File: config.mk
export PLATFORM = sky130hd
export DESIGN_NAME = keypad_matrix_scanner
export DESIGN_NICKNAME = d
export VERILOG_FILES = /design/src/rtl/kms_pkg.sv /design/src/rtl/kms_scan.sv /design/src/rtl/keypad_matrix_scanner.sv
export SDC_FILE = /design/constraint.sdc
export NUM_CORES = 1
export LEC_CHECK = 0
export ABC_CLOCK_PERIOD_IN_PS = 6740
export BUFFER_PORTS_ARGS = -buffer_cell sky130_fd_sc_hd__buf_4
export CAP_MARGIN = 25
export CORE_ASPECT_RATIO = 1.5
export CORE_MARGIN = 4
export CORE_UTILIZATION = 34
export CTS_CLUSTER_DIAMETER = 30
export DETAILED_ROUTE_END_ITERATION = 8
export PLACE_DENSITY = 0.55
export SLEW_MARGIN = 25
export SYNTH_ARGS = -nofsm -noshare
export SYNTH_HDL_FRONTEND = slang
export SYNTH_SLANG_ARGS = --single-unit
export TNS_END_PERCENT = 20
File: constraint.sdc
create_clock -name clk -period 6.74 [get_ports clk]
set_input_delay 1.011 -clock clk [delete_from_list [all_inputs] [get_ports clk]]
set_output_delay 1.011 -clock clk [all_outputs]
set_load 0.05 [all_outputs]
File: src/rtl/kms_pkg.sv
package kms_pkg;

  localparam logic [3:0] ROWS_ALL_HIGH = 4'hf;
  localparam logic [3:0] ROW1_LOW      = 4'h7;
  localparam logic [3:0] ROW2_LOW      = 4'hb;
  localparam logic [3:0] ROW3_LOW      = 4'hd;
  localparam logic [3:0] ROW4_LOW      = 4'he;
  localparam logic [1:0] LAST_COLUMN   = 2'd3;
  localparam logic [15:0] DEBOUNCE_RESET = 16'd10;
  localparam logic       CFG_IDX_DEBOUNCE = 1'b0;

  // key table, column major, rows 1 to 4
  localparam logic [4:0] KEY_MAP [16] = '{
    5'd16, 5'd9,  5'd6,  5'd3,
    5'd0,  5'd8,  5'd5,  5'd2,
    5'd14, 5'd7,  5'd4,  5'd1,
    5'd13, 5'd14, 5'd15, 5'd16
  };

  typedef enum logic [3:0] {
    PH_SCAN       = 4'b0001,
    PH_PRESS_WAIT = 4'b0010,
    PH_HOLD       = 4'b0100,
    PH_HOLD_WAIT  = 4'b1000
  } kms_phase_t;

  typedef struct packed {
    logic       hit;
    logic [1:0] idx;
  } kms_row_t;

  typedef struct packed {
    logic [3:0] column_drive;
    logic       pass_done;
    logic       key_found;
    logic [4:0] key_code;
  } kms_result_t;

  function automatic kms_row_t row_decode(input logic [3:0] rows);
    kms_row_t r;
    r = '{hit: 1'b1, idx: 2'd0};
    unique case (rows)
      ROW1_LOW: r.idx = 2'd0;
      ROW2_LOW: r.idx = 2'd1;
      ROW3_LOW: r.idx = 2'd2;
      ROW4_LOW: r.idx = 2'd3;
      default:  r.hit = 1'b0;
    endcase
    return r;
  endfunction

endpackage

File: src/rtl/kms_scan.sv
module kms_scan #(
  parameter int COUNTER_BITS = 16
) (
  input  logic                 clk,
  input  logic                 rst_n,
  input  logic                 step_en,
  input  logic [3:0]           rows,
  input  logic [15:0]          debounce,
  output kms_pkg::kms_result_t result
);
  import kms_pkg::*;

  localparam int CW = (COUNTER_BITS > 16) ? COUNTER_BITS : 16;

  kms_phase_t              phase_r, phase_nxt;
  logic [1:0]              col_r, col_nxt;
  logic [COUNTER_BITS-1:0] cnt_r, cnt_nxt;
  logic [1:0]              row_r, row_nxt;
  logic [4:0]              key_r, key_nxt;
  logic                    seen_r, seen_nxt;

  logic [CW-1:0] cmax_w, deb_w, limit_w;
  logic          wait_over;
  logic          col_end, released;
  kms_row_t      dec;

  // wait saturates at the counter maximum
  assign cmax_w    = CW'({COUNTER_BITS{1'b1}});
  assign deb_w     = CW'(debounce);
  assign limit_w   = (deb_w < cmax_w) ? deb_w : cmax_w;
  assign wait_over = CW'(cnt_r) >= limit_w;
  assign dec       = row_decode(rows);

  always_comb begin
    phase_nxt = phase_r;
    cnt_nxt   = cnt_r;
    row_nxt   = row_r;
    key_nxt   = key_r;
    seen_nxt  = seen_r;
    col_nxt   = col_r;
    col_end   = 1'b0;
    released  = 1'b0;
    result.column_drive = 4'hf & ~(4'h8 >> col_r);
    result.pass_done    = 1'b0;
    result.key_found    = 1'b0;
    result.key_code     = 5'd0;

    unique case (phase_r)
      PH_SCAN: begin
        if (rows == ROWS_ALL_HIGH) begin
          col_end = 1'b1;
        end else begin
          phase_nxt = PH_PRESS_WAIT;
          cnt_nxt   = '0;
        end
      end
      PH_PRESS_WAIT: begin
        if (!wait_over) begin
          cnt_nxt = cnt_r + 1'b1;
        end else if (dec.hit) begin
          row_nxt   = dec.idx;
          phase_nxt = PH_HOLD;
        end else begin
          col_end = 1'b1;
        end
      end
      PH_HOLD: begin
        if (rows == ROWS_ALL_HIGH) begin
          released = 1'b1;
        end else begin
          phase_nxt = PH_HOLD_WAIT;
          cnt_nxt   = '0;
        end
      end
      PH_HOLD_WAIT: begin
        if (!wait_over) begin
          cnt_nxt = cnt_r + 1'b1;
        end else if (dec.hit) begin
          phase_nxt = PH_HOLD;
        end else begin
          released = 1'b1;
        end
      end
      default: phase_nxt = PH_SCAN;
    endcase

    if (released) begin
      key_nxt  = KEY_MAP[{col_r, row_r}];
      seen_nxt = 1'b1;
      col_end  = 1'b1;
    end

    if (col_end) begin
      phase_nxt = PH_SCAN;
      cnt_nxt   = '0;
      row_nxt   = 2'd0;
      col_nxt   = col_r + 2'd1;
      if (col_r == LAST_COLUMN) begin
        result.pass_done = 1'b1;
        result.key_found = seen_nxt;
        result.key_code  = seen_nxt ? key_nxt : 5'd0;
        key_nxt  = 5'd0;
        seen_nxt = 1'b0;
      end
    end
  end

  always_ff @(posedge clk) begin
    if (!rst_n) begin
      phase_r <= PH_SCAN;
      col_r   <= 2'd0;
      cnt_r   <= '0;
      row_r   <= 2'd0;
      key_r   <= 5'd0;
      seen_r  <= 1'b0;
    end else if (step_en) begin
      phase_r <= phase_nxt;
      col_r   <= col_nxt;
      cnt_r   <= cnt_nxt;
      row_r   <= row_nxt;
      key_r   <= key_nxt;
      seen_r  <= seen_nxt;
    end
  end

endmodule

File: src/rtl/keypad_matrix_scanner.sv
// channel  dir  signals                      contents
// in       in   in_tvalid/tready/tdata[7:0]  one tick with row levels
// out      out  out_tvalid/tready/tdata/     column drive, key code, pass end, key flag
//                tlast/tuser
// cfg      in   cfg_psel..cfg_prdata         debounce tick count
//
// one tick request is taken per cycle; its result appears the cycle after
// acceptance in the output register.
// a new request is taken while the output register drains in the same cycle,
// so throughput is one per cycle unless out_tready is held low.
// rst_n is synchronous; it clears the scan state and empties the output register.
// debounce resets to 10 ticks.
module keypad_matrix_scanner #(
  parameter int COUNTER_BITS = 16
) (
  input  logic        clk,
  input  logic        rst_n,
  input  logic        in_tvalid,
  output logic        in_tready,
  input  logic [7:0]  in_tdata,   // [3:0] row_levels
  output logic        out_tvalid,
  input  logic        out_tready,
  output logic [15:0] out_tdata,  // [3:0] column_drive, [8:4] key_code
  output logic        out_tlast,  // pass_done
  output logic        out_tuser,  // key_found
  input  logic        cfg_psel,
  input  logic        cfg_penable,
  input  logic        cfg_pwrite,
  input  logic [2:0]  cfg_paddr,
  input  logic [31:0] cfg_pwdata,
  output logic [31:0] cfg_prdata,
  output logic        cfg_pready
);
  import kms_pkg::*;

  logic        in_acc;
  logic        out_valid_r;
  kms_result_t out_res_r;
  kms_result_t step_res;
  logic [15:0] debounce_r;

  assign cfg_pready = 1'b1;
  assign cfg_prdata = (cfg_paddr[2] == CFG_IDX_DEBOUNCE) ? {16'd0, debounce_r} : 32'd0;

  always_ff @(posedge clk) begin
    if (!rst_n) begin
      debounce_r <= DEBOUNCE_RESET;
    end else if (cfg_psel && cfg_penable && cfg_pwrite && cfg_pready &&
                 cfg_paddr[2] == CFG_IDX_DEBOUNCE) begin
      debounce_r <= cfg_pwdata[15:0];
    end
  end

  assign in_tready = !out_valid_r || out_tready;
  assign in_acc    = in_tvalid && in_tready;

  kms_scan #(
    .COUNTER_BITS(COUNTER_BITS)
  ) u_scan (
    .clk      (clk),
    .rst_n    (rst_n),
    .step_en  (in_acc),
    .rows     (in_tdata[3:0]),
    .debounce (debounce_r),
    .result   (step_res)
  );

  always_ff @(posedge clk) begin
    if (!rst_n) begin
      out_valid_r <= 1'b0;
    end else if (in_tready) begin
      out_valid_r <= in_tvalid;
    end
  end

  always_ff @(posedge clk) begin
    if (in_acc) begin
      out_res_r <= step_res;
    end
  end

  assign out_tvalid = out_valid_r;
  assign out_tdata  = {7'd0, out_res_r.key_code, out_res_r.column_drive};
  assign out_tlast  = out_res_r.pass_done;
  assign out_tuser  = out_res_r.key_found;

endmodule

# [Yosys cells after proc, flatten, opt, wreduce, memory -nomap -nowiden]
# Memories as Yosys holds them, arrays and structs flattened.
# Cells that the tools add are included.
# Widths: inputs -> output; s select.
[word_totals] register_bits=58 latchBits=0 ramBits=0 rom_bits=80 inputBits=50 out_inout_bits=53 memories=1
[op_classes] n_addsub=2 multipliers=0 n_div=0 order_cmp=3 n_eq_ne=16 shift=1 mux=34 n_bitwise=3 n_reduce_logical=19
[mem_list] memory="(no name shown)" words=16 width=5 rd=1 rd_ports_with_merged_regs=0 write_ports=0 line_no="kms_scan.sv:88" text="key_nxt = KEY_MAP[{col_r, row_r}];"
[ops] cell="$mux 16" n=5
[ops] cell="$pmux 16 s2" n=1
[ops] cell="$mux 5" n=6
[ops] cell="$eq 4x4->1 const B" n=5
[ops] cell="$mux 4" n=5
[ops] cell="$add 16x1->16 const B" n=1
[ops] cell="$ge 16x16->1" n=1
[ops] cell="$lt 16x16->1 const B" n=1
[ops] cell="$pmux 4 s3" n=1
[ops] cell="$ne 3x2->1 const B" n=3
[ops] cell="$eq 4x3->1 const B" n=2
[ops] cell="$mux 1" n=8
[ops] cell="$mux 2" n=4
[ops] cell="$reduce_and 4->1" n=2
[ops] cell="$mux 7" n=1
[ops] cell="$ne 3x1->1 const B" n=2
[ops] cell="$pmux 2 s3" n=1
[ops] cell="$reduce_bool 2->1" n=3
[ops] cell="$ge 5x5->1 const B" n=1
[ops] cell="$not 4->5" n=1
[ops] cell="$reduce_and 5->1" n=1
[ops] cell="$eq 4x1->1 const B" n=1
[ops] cell="$eq 4x2->1 const B" n=1
[ops] cell="$logic_and 1x1->1" n=4
[ops] cell="other kinds (14)" n=17

# [Depth between registers and ports, before layout]
[logic_depth] word_depth=9 mapped_depth=10 mapped_depth_nobuf=9

# [Hierarchy]
# From an unflattened synthesis, not the netlist that was laid out.
[hier_totals] cells_unflattened=446 area_unflattened_um2=3719.8
[modules_own_cells] module="kms_scan" n_inst=1 cells_each=317 area_per_inst_um2=2376.0 seq_area_each_um2=600.6
[modules_own_cells] module="keypad_matrix_scanner" n_inst=1 cells_each=129 area_per_inst_um2=1343.8 seq_area_each_um2=670.6

# [Worst setup path after synthesis]
# No wires, ideal clock.
[synth_timing] kind="input to output" from="input port cfg_paddr[2]" to="output port cfg_prdata[10]" arrival_ns=2.036 required_ns=5.729 slack_ns=3.693 stages=3 n_path_buf=2 path_cell_list="clkbuf_1 clkbuf_1 nor2_1"
[synth_between] elab_chain_cells=1
[synth_rtl] item="start: declaration" line_no="keypad_matrix_scanner.sv:29" text="input logic [2:0] cfg_paddr,"
[synth_rtl] item="$mux 16" line_no="keypad_matrix_scanner.sv:43" text="assign cfg_prdata = (cfg_paddr[2] == CFG_IDX_DEBOUNCE) ? {16'd0, debounce_r} : 32'd0;"
[synth_rtl] item="end: declaration" line_no="keypad_matrix_scanner.sv:31" text="output logic [31:0] cfg_prdata,"
# Every way passes these cells.

# [Worst setup path after layout]
[layout_timing] from="register u_scan.cnt_r[0]" to="register u_scan.cnt_r[7]"
[layout_between] elab_chain_cells=6 word_cells_on_any_way=13 cone_classes="1 x add/sub; 1 x order compare; 2 x eq/ne; 7 x mux; 2 x reduce/logical"
[layout_rtl] item="start: declaration" line_no="kms_scan.sv:17" text="logic [COUNTER_BITS-1:0] cnt_r, cnt_nxt;"
[layout_rtl] item="start signal: assignment" line_no="kms_scan.sv:119" text="cnt_r <= cnt_nxt;"
[layout_rtl] item="$ge 16x16->1" line_no="kms_scan.sv:31" text="assign wait_over = CW'(cnt_r) >= limit_w;"
[layout_rtl] item="$mux 1" line_no="kms_scan.sv:58" text="if (!wait_over) begin"
[layout_rtl] item="$pmux 1 s2" line_no="kms_scan.sv:48" text="unique case (phase_r)"
[layout_rtl] item="$mux 1" line_no="kms_scan.sv:87" text="if (released) begin"
[layout_rtl] item="$ne 3x3->1 (no source line), or another cell as far along"
[layout_rtl] item="$reduce_and 4->1 (no source line)"
# Parallel ways exist; a longest one is shown, timed or not. The select of a mux whose other input is x is not followed.
# A chain may end at the register's enable or synchronous reset.

==> impl_metrics.ini <==
[worst_setup_path]
critical_path_source_type = flip-flop
worst-setup-path-type = reg -> reg
critPathMaxFanout = 12
worstPathCellList = inv_1, ha_1, nand2b_4, a2111o_1, a32oi_2, nand4_1, or3_1, a21oi_1
largest_incremental_delay_on_the_critical_path_ns = 0.53
critical_path_capture_point_type = flip-flop
critPathSlowestCell = nand4_1
cp.required_ns = 7.00
cp_data_arrival_time_ns = 3.29

[synthesis]
postSynthAreaPerCell_um2 = 8.01
synth_top_family_by_area = simple AND/OR/NAND/NOR gates
area_share_of_fa_ha_maj_cells_after_synthesis_pct = 8.86
post_synth_and_or_nand_nor_area_fraction_pct = 22.2
yosys_most_used_dff = dfxtp_1
netlist_area_um2 = 3530
edff_count_synth = 11
compound_gate_portion_of_the_synthesized_area_pct = 19.7
synth_seq_area_share_pct = 36.0
yosys.cell_types.count = 52
post_synth_xor_area_fraction_pct = 1.49
synthCells = 441
synth-seq-cells = 58
synthMuxAreaShare_pct = 0.567
synth_warnings = 0
synth_async_sr_flop_share_pct = 0

[cts]
cts.repair_timing.setup_buffer_count = 0
clock_insertion_delay_worst_skew_ns = 0.33
cts_made_buffers = 9
htree_levels = 3
cts_root_buffer = clkbuf_16
post_cts_resized = 0
cts.sinks = 58
path_clk_slew_ns = 0.05
cts_tree = yes
cts-root-to-sink-buffers = 2
cts_hold_buffers = 0

[sta]
finalCriticalPeriod_ns = 3.03
slew_margin_rel_pct = 36.2
final.hold.worst_slack_ns = 0.452
final-setup-viol-count = 0
hold_violations = 0
setup_total_negative_slack_ns = 0
worst_pin_slew_ns = 0.944
fin_crit_sh_pct = 44.9
fmaxAchievable_mhz = 330
grt_setup_unrepaired = no
clock-skew-final_ns = 0.00495
drv_slew = 0

[floorplan]
die-area_um2 = 12100
die-height_um = 133
num_rows = 45
pin_count = 103
die_w_um = 91.2
starting_utilization_of_the_core_area_pct = 34.8
placeableCoreArea_um2 = 10100

[placement]
portBuffers = 56
post-dp-hpwl_um = 6120
gpl.final_weighted_congestion = 0.823
dp.cells = 593

[route]
drtPass1Iterations = 4
met2RoutedLength_um = 4300
routedLengthMet1_um = 3380
wirelength_per_cell_um = 13.5
finalWirelength_um = 8220
post-route-drc-count = 0
detail_route.iter0.violations = 84
top_layer = met4
final_antenna_net_count = 0
via_count = 3064
routed-wl-met3_um = 376
detail_route.vias_per_cell = 5.03

[finish]
layout_commonest_cell = nand2_1
nets = 562
fillers = 1037
utilization_pct = 42.3
drive_above_1_share_pct = 17.1
areaGrowthSynthToFinish_pct = 21.5
non_filler_cells_final = 609
antennaDiodeCount = 0
layout_common_cells = nand2_1, buf_4, a21oi_1, dfxtp_1, nor2_1

[power]
power_leakage_nw = 1.75
pwr_density_cell_nw_per_um2 = 244
vdd.ir_drop.worst_mv = 0.127

[status]
run_status = complete, no violations

[grt]
first_global_vias = 2945
grt_max_degree = 33
globalRoute.totalOverflow = 0
global_route_wire_length_before_repair_um = 13500
grt_antenna_before_repair = 0
grt.total_usage_pct = 13.8

[worst_hold_path]
hp-class = reg -> reg

[flow_run]
drv.max_cap_violation_count = 0
==> logic make-up after synthesis <==
logic type / Yosys count
simple gates: 164
compound gates: 107
buf+inv: 77
flops: 58
fa+ha+maj: 25
xor+xnor: 6
other cells: 2
mux: 2
==> cells in the mapped netlist (all sizes together), types with 2 or more instances <==
cell type	instances	area, µm²
a211oi	4	30.0
a21oi	49	257
a31oi	5	46.3
and2	2	12.5
and3	7	43.8
and4b	2	20.0
buf	29	208
clkbuf	15	56.3
conb	2	7.51
dfxtp	47	941
edfxtp	11	330
ha	25	313
inv	32	120
mux2i	2	20.0
nand2	58	218
nand2b	3	33.8
nand3	17	90.1
nand4	9	56.3
nand4b	4	35.0
nor2	46	175
nor2b	3	18.8
nor3	6	30.0
o211ai	3	22.5
o21ai	26	130
o22ai	3	18.8
o2bb2ai	5	43.8
o41ai	2	17.5
or3	3	18.8
xnor2	2	17.5
xor2	4	35.0
==> cell type report <==
type	count	area (µm²)	share of cell area (%)
well taps	117	146	3.41
flip-flops and latches	58	1270	29.6
clock inverters	7	141	3.30
inverters	33	124	2.89
multi-input cells	328	1950	45.6
repair buffers	57	428	9.97
clock buffers	9	225	5.25
==> metrics by stage <==
step	area, µm²	power (mW)	setup WS (ns)
4_1_cts	4290	1.06	3.70
3_3_place_gp	3920	0.490	3.41
6_report	4290	1.05	3.71
2_1_floorplan	3610	0.472	3.69
3_5_place_dp	3920	0.491	3.38
5_1_grt	4290	1.09	3.52
==> state kept, by name (all words and copies together), names as in the netlist <==
name,count
debounce_r,16
out_tdata,9
out_tlast,1
out_tuser,1
out_tvalid,1
u_scan.cnt_r,16
u_scan.col_r,2
u_scan.key_r,5
u_scan.phase_r,4
u_scan.row_r,2
u_scan.seen_r,1
==> power by group <==
group / internal (mW) / switching, mW
Clock: 0.398 / 0.167
Sequential: 0.360 / 0.00499
Combinational: 0.0322 / 0.0866
==> critical path: cells and delay by family (launching register included) <==
family	cells	cell delay, ns
buf+inv	1	0.07
flops	1	0.41
fa+ha+maj	1	0.29
compound gates	3	0.99
simple gates	3	1.18
==> worst paths after layout <==
kind	slack (ns)	endpoint	depth (start not counted)	from
hold / removal	0.45	debounce_r[6]	2	debounce_r[6]
setup reg to reg	3.71	u_scan.cnt_r[7]	8	u_scan.cnt_r[0]
hold reg to reg	0.45	debounce_r[6]	2	debounce_r[6]
setup / recovery	3.71	u_scan.cnt_r[7]	8	u_scan.cnt_r[0]
==> routing by layer <==
metal,up-vias,global-route usage (%)
met5,-,0
met1,1397,15.0
li1,1572,-
met4,0,6.54
met3,13,2.73
met2,82,25.2
Note: power is estimated with default switching activity, not from simulation.
